<file path="src/rtl/gst_pkg.sv">
// Shared types, codes and defaults for the generational slot table.
package gst_pkg;

  localparam int SLOTS_DEF    = 256;
  localparam int GEN_BITS_DEF = 16;

  localparam logic [2:0] KIND_ALLOC    = 3'd0;
  localparam logic [2:0] KIND_MARK     = 3'd1;
  localparam logic [2:0] KIND_SWEEP    = 3'd2;
  localparam logic [2:0] KIND_VALIDATE = 3'd3;
  localparam logic [2:0] KIND_CLEAR    = 3'd4;

  localparam logic [1:0] ST_OK      = 2'd0;
  localparam logic [1:0] ST_FULL    = 2'd1;
  localparam logic [1:0] ST_INVALID = 2'd2;

  typedef struct packed {
    logic [2:0]  kind;
    logic [7:0]  slot_index;
    logic [15:0] handle_generation;
  } gst_in_t;

  typedef struct packed {
    logic [1:0]  status;
    logic        handle_valid;
    logic [7:0]  given_index;
    logic [15:0] given_generation;
    logic [8:0]  released_count;
  } gst_out_t;

  typedef struct packed {
    logic load;
    logic rd_slot_idx;
    logic rd_stack;
    logic rd_slot_pop;
    logic sweep_start;
    logic sweep_step;
    logic finish;
  } gst_cmd_t;

  typedef struct packed {
    logic is_alloc;
    logic is_sweep;
    logic needs_read;
    logic have_free;
    logic sweep_done;
    logic out_free;
  } gst_sts_t;

endpackage

</file>
<file path="src/rtl/gst_ctrl.sv">
// Sequencing state machine for the generational slot table.
module gst_ctrl (
  input  logic              clk,
  input  logic              rst_n,
  input  logic              in_valid,
  output logic              in_stall,
  input  gst_pkg::gst_sts_t sts,
  output gst_pkg::gst_cmd_t cmd
);
  import gst_pkg::*;

  typedef enum logic [4:0] {
    S_IDLE  = 5'b00001,
    S_ISSUE = 5'b00010,
    S_POP   = 5'b00100,
    S_SWEEP = 5'b01000,
    S_DONE  = 5'b10000
  } state_t;

  state_t state_r, state_nxt;

  always_ff @(posedge clk) begin
    if (!rst_n) begin
      state_r <= S_IDLE;
    end else begin
      state_r <= state_nxt;
    end
  end

  always_comb begin
    state_nxt = state_r;
    cmd       = '0;
    in_stall  = 1'b1;
    case (state_r)
      S_IDLE: begin
        in_stall = 1'b0;
        if (in_valid) begin
          cmd.load  = 1'b1;
          state_nxt = S_ISSUE;
        end
      end
      S_ISSUE: begin
        if (sts.is_alloc && sts.have_free) begin
          cmd.rd_stack = 1'b1;
          state_nxt    = S_POP;
        end else if (sts.needs_read) begin
          cmd.rd_slot_idx = 1'b1;
          state_nxt       = S_DONE;
        end else if (sts.is_sweep) begin
          cmd.sweep_start = 1'b1;
          state_nxt       = S_SWEEP;
        end else begin
          state_nxt = S_DONE;
        end
      end
      S_POP: begin
        // stack data has landed: fetch the popped slot's generation
        cmd.rd_slot_pop = 1'b1;
        state_nxt       = S_DONE;
      end
      S_SWEEP: begin
        cmd.sweep_step = 1'b1;
        if (sts.sweep_done) begin
          state_nxt = S_DONE;
        end
      end
      S_DONE: begin
        if (sts.out_free) begin
          cmd.finish = 1'b1;
          state_nxt  = S_IDLE;
        end
      end
      default: begin
        state_nxt = S_IDLE;
      end
    endcase
  end

endmodule

</file>
<file path="config.mk">
export PLATFORM = sky130hd
export DESIGN_NAME = gst_ctrl
export DESIGN_NICKNAME = d
export VERILOG_FILES = /design/src/rtl/gst_pkg.sv /design/src/rtl/gst_ctrl.sv
export SDC_FILE = /design/constraint.sdc
export NUM_CORES = 1
export LEC_CHECK = 0
export ABC_AREA = 1
export BUFFER_PORTS_ARGS = -buffer_cell sky130_fd_sc_hd__buf_4
export CAP_MARGIN = 20
export CORE_AREA = 2 2 39 41
export DETAILED_ROUTE_END_ITERATION = 10
export DIE_AREA = 0 0 41 43
export PLACE_DENSITY = 0.57
export SYNTH_ARGS = -nofsm -noshare
export SYNTH_HDL_FRONTEND = slang
export SYNTH_SLANG_ARGS = --single-unit
</file>
<file path="constraint.sdc">
create_clock -name clk -period 1.2 [get_ports clk]
set_clock_uncertainty 0.15 [all_clocks]
set_input_delay 0.06 -clock clk [delete_from_list [all_inputs] [get_ports clk]]
set_output_delay 0.06 -clock clk [all_outputs]
set_load 0.01 [all_outputs]
</file>
Yosys cells after proc, flatten, opt, wreduce, memory -nomap -nowiden
Index checks and enable logic that the tools add are counted.
Storage, ports and cells
  register bits after elaboration: 5
  input port bits: 9
  logic and storage cells: 33
  output and inout port bits: 8
Cells by class
  muxes and demuxes: 22
  equality and inequality tests: 8
  reduce and logical (&&, ||, !) cells: 2
Operators by type and width (count)
  5-bit two-way mux: 6
  5-bit case mux with 5 select lines: 1
  1-bit two-way mux: 14
  2-bit != test (second input constant): 3
  5-bit by 1-bit equality test with 1-bit output (second input constant): 1
  5-bit by 2-bit equality test with 1-bit output (second input constant): 1
  5-bit by 3-bit equality test with 1-bit output (second input constant): 1
  5-bit by 4-bit equality test with 1-bit output (second input constant): 1
  5-bit equality test (second input constant): 1
  3-bit AND reduction: 1
  2-bit two-way mux: 1
  1-bit logical AND: 1

Logic depth before layout (Yosys ltp)
  depth in word-level cells: 4
  mapped depth: 8
  gate-level depth less buffers: 8

Worst setup path before layout
Ideal clock, no wire load.
  path type: register to register
  start: register state_r[1]
  end: register state_r[0]
  path buffers: 0
  required time: 938 ps
  library setup time: 112 ps
  cell stages (with the launch flop): 9
  arrival time: 920 ps
  setup slack: 18 ps
  cells stage by stage: dfxtp_1 > nor2_4 > nand2_2 > nor2_4 > nand2_4 > inv_1 > nor2_1 > nand2_1 > nand2_1
On the way
  longest elaborated chain between the ends: 3
RTL lines
  start, declared: line gst_ctrl.sv:20  | state_t state_r, state_nxt;
  start signal, assigned: line gst_ctrl.sv:26  | state_r <= state_nxt;
  5-bit by 4-bit equality test with 1-bit output (tied with other cells): line gst_ctrl.sv:34  | case (state_r)
  2-bit != test (no source line)
  3-bit AND reduction (no source line)
Several ways; a longest one is shown, not always the timed one.
A chain may end at the register's enable or synchronous reset.

==> summary.md <==
| Metric | Value |
|---|---|
| CP most frequent cell | nor2_4 |
| Final TNS setup | -1720 ps |
| Total track usage | 0.158 |
| Total wire length | 1.26 mm |
| Initial antenna violation count | 0 |
| Via density | about 4.5 |
| Worst-path clk slew | ~50 ps |
| Drt wl/cell | roughly 11 um |
| TritonCTS clock tree | built |
| DRC violations left | 0 |
| Slew HR | 0.830 |
| #FFs+latches synth | 5 |
| Post-synthesis sequential area ratio | 0.236 |
| CTS H-tree depth | 1 |
| Leakage power | about 0.39 nW |
| Primary FF master, synth | dfxtp_1 |
| Total clock buffers created by CTS | 3 |
| Status | finished with violations |
| Setup repair after global routing missed its margin | true |
| Final worst-path cycle share | 1.21 |
| Most common cell in the netlist | nand2_1 |
| I/O Buffers | 16 |
| Min Tclk post-route | between 1000 and 1500 ps |
| Worst Tran Pin Value | 253 ps |
| Ys Warns | 0 |
| Synth top cells by count | nand2_1, inv_1, nor2_1, dfxtp_1, nor2_4 |
| Ports | 17 |
| Drt first pass iters | 4 |
| Hold path cells | 3 |
| Critical path type | register to output pin |
| Hold Worst Slack | ~16 ps |
| Slew Viols, Final | 0 |
| Placed Area | ~590 um2 |
| Top Registers | state_r x5 |
| Final WS setup | -257 ps |
| Final instance area | a little under 800 um2 |
| Fraction of layout instances using a drive strength above 1 | 0.580 |
| Mapped Cells | between 60 and 70 |
| Clock Sinks | 5 |
| Worst IR Drop VDD | between 0.0004 and 0.0005 V |
| Core area | around 0.0014 mm2 |
| Area of the multi-input gates | ~320 um2 |
| Worst hold path type | input port to register |
| Initial drt markers | 9 |
| FF-to-FF setup slack | -210 ps |
| Worst Setup End Kind | output pin |
| # fillers | 130 |
| CTS root buffer | clkbuf_4 |
| Crit path cell chain | nor2_4, nand2_2, nor2_4, inv_2, nor4_4, buf_4 |
| Post-synth ARST share | 0 |
| Post-Syn Area | around 420 um2 |
| CP delay by family, top | simple AND/OR/NAND/NOR gates |
| Most flop-heavy register | state_r |
| Syn_nets | 74 |
| Vias in the first global route | roughly 500 |
| Area contributors post-synth | dfxtp_1, nand2_1, inv_1 |
| Skew-Pair Late Insertion Delay | between 200 and 300 ps |
| Global route overflow | 0 |
| Failing checks | negative setup slack |
| Number of flip-flops in the largest register | 5 |
| Overall die area | about 0.0018 mm2 |
| Crit path max fanout | 3 |
| Final Core Density | 0.558 |
| Post-synth cell types | 18 |
| FMAX | roughly 700 MHz |
| Reg-to-reg startpoint | state_r[3] |
| Storage element area | 108 um2 |
| CP startpoint kind | register |
| PD cells | a little over 900 mW/mm2 |
| Final HPWL DP | 781 um |
| Largest net degree at the start of global routing | 6 |
| Std-Cell Rows | 14 |
| Vias | 519 |
| Area leader, netlist | dfxtp_1 |
| Reg2reg path depth | 10 |
| Top-area cell type share of the netlist area | 0.236 |
| Crit-path slowest cell | dfxtp_4 |
| Area Growth Syn to Fin | 82.0% |
| Diode count | 0 |
| Arrival @ worst endpoint | 1250 ps |
| Fin. Hold Viols | 0 |
| Crit path buf inv count | 2 |
| Worst-case clock buffer depth | 2 |
| Number of max-cap violations | 0 |
| WP data required | around 1000 ps |
| First-pass GRT wire length | 1.87 mm |
| Worst reg2reg path endpoint | state_r[0] |
| Hold Crit Start | in_valid |
| Final nets | 110 |
| Die width | 41 um |
| Final setup violation count | 12 |
| Post-synth EDFFs | 0 |
| Mean post-synth cell area | 6.53 um2 |
| Worst Hold End | state_r[1] |
| GPL Wtd Cong | 0.793 |
| ANT nets after route | 0 |
| Die Ht | about 43 um |
| Initial Util | 0.307 |
| Worst path max stage delay | approximately 350 ps |
cell families after synthesis:
group           synth area share
simple gates               0.616
buf+inv                    0.124
flops                      0.236
compound gates            0.0236
tightest hold or removal path, delay by kind of cell:
family,cells,cell delay [ps]
and+or+nand+nor,1,80
buffers and inverters,2,230
area by class of cell:
type	instances	share of cell area
Clock buffer	4	0.0340
Inverter	14	0.0681
Multi-Input combinational cell	46	0.408
Sequential cell	5	0.139
Tap cell	16	0.0259
Timing Repair Buffer	31	0.324
through the flow:
step / total power (W) / worst slack [ps] / std cells
floorplan: 0.000349 / 18.1 / 65
detailed placement: 0.000451 / -63.0 / 101
finish: 0.000704 / -257 / 116
global placement: 0.000451 / -43.8 / 101
CTS: 0.000690 / -237 / 115
global route: 0.000751 / -328 / 116
power breakdown:
part           switching, W  leakage, nW  internal (W)  total, W
Clock             0.0000723       0.0150      0.000126  0.000198
Combinational      0.000161        0.338      0.000148  0.000309
Sequential        0.0000147       0.0422      0.000183  0.000197
Total              0.000248        0.395      0.000456  0.000704
timing repair:
| action | CTS | global route |
|---|---|---|
| pin swaps | 4 | 4 |
| hold buffers | 4 | 0 |
| endpoints found under the setup margin | 11 | 13 |
| gates resized for setup | 10 | 8 |
| hold endpoints to repair | 5 | 0 |
| setup buffers | 6 | 1 |
how the worst max path moves through the flow:
stage	endpoint	start	depth (start not counted)
floorplan	state_r[0]	state_r[1]	8
global placement	cmd[2]	state_r[2]	6
detailed placement	cmd[2]	state_r[2]	6
CTS	cmd[2]	state_r[3]	6
global route	cmd[2]	state_r[2]	6
finish	cmd[2]	state_r[3]	6
cells in the final DEF (no fill, tap or decap), types with 4 or more instances in the layout:
cell / instances
buf_4: 25
inv_1: 11
nand2_1: 11
nor2_1: 7
nor2_4: 5
nand2_2: 4
nor2_2: 4
dlygate4sd3_1: 4
per-layer routing:
layer | share of wire | GRT usage
met1 | 0.37 | 0.150
met2 | 0.58 | 0.291
met3 | 0.039 | 0.0157
met4 | 0.013 | 0.100
met5 | 0 | 0
No activity file was read; power rests on OpenSTA's default activity.
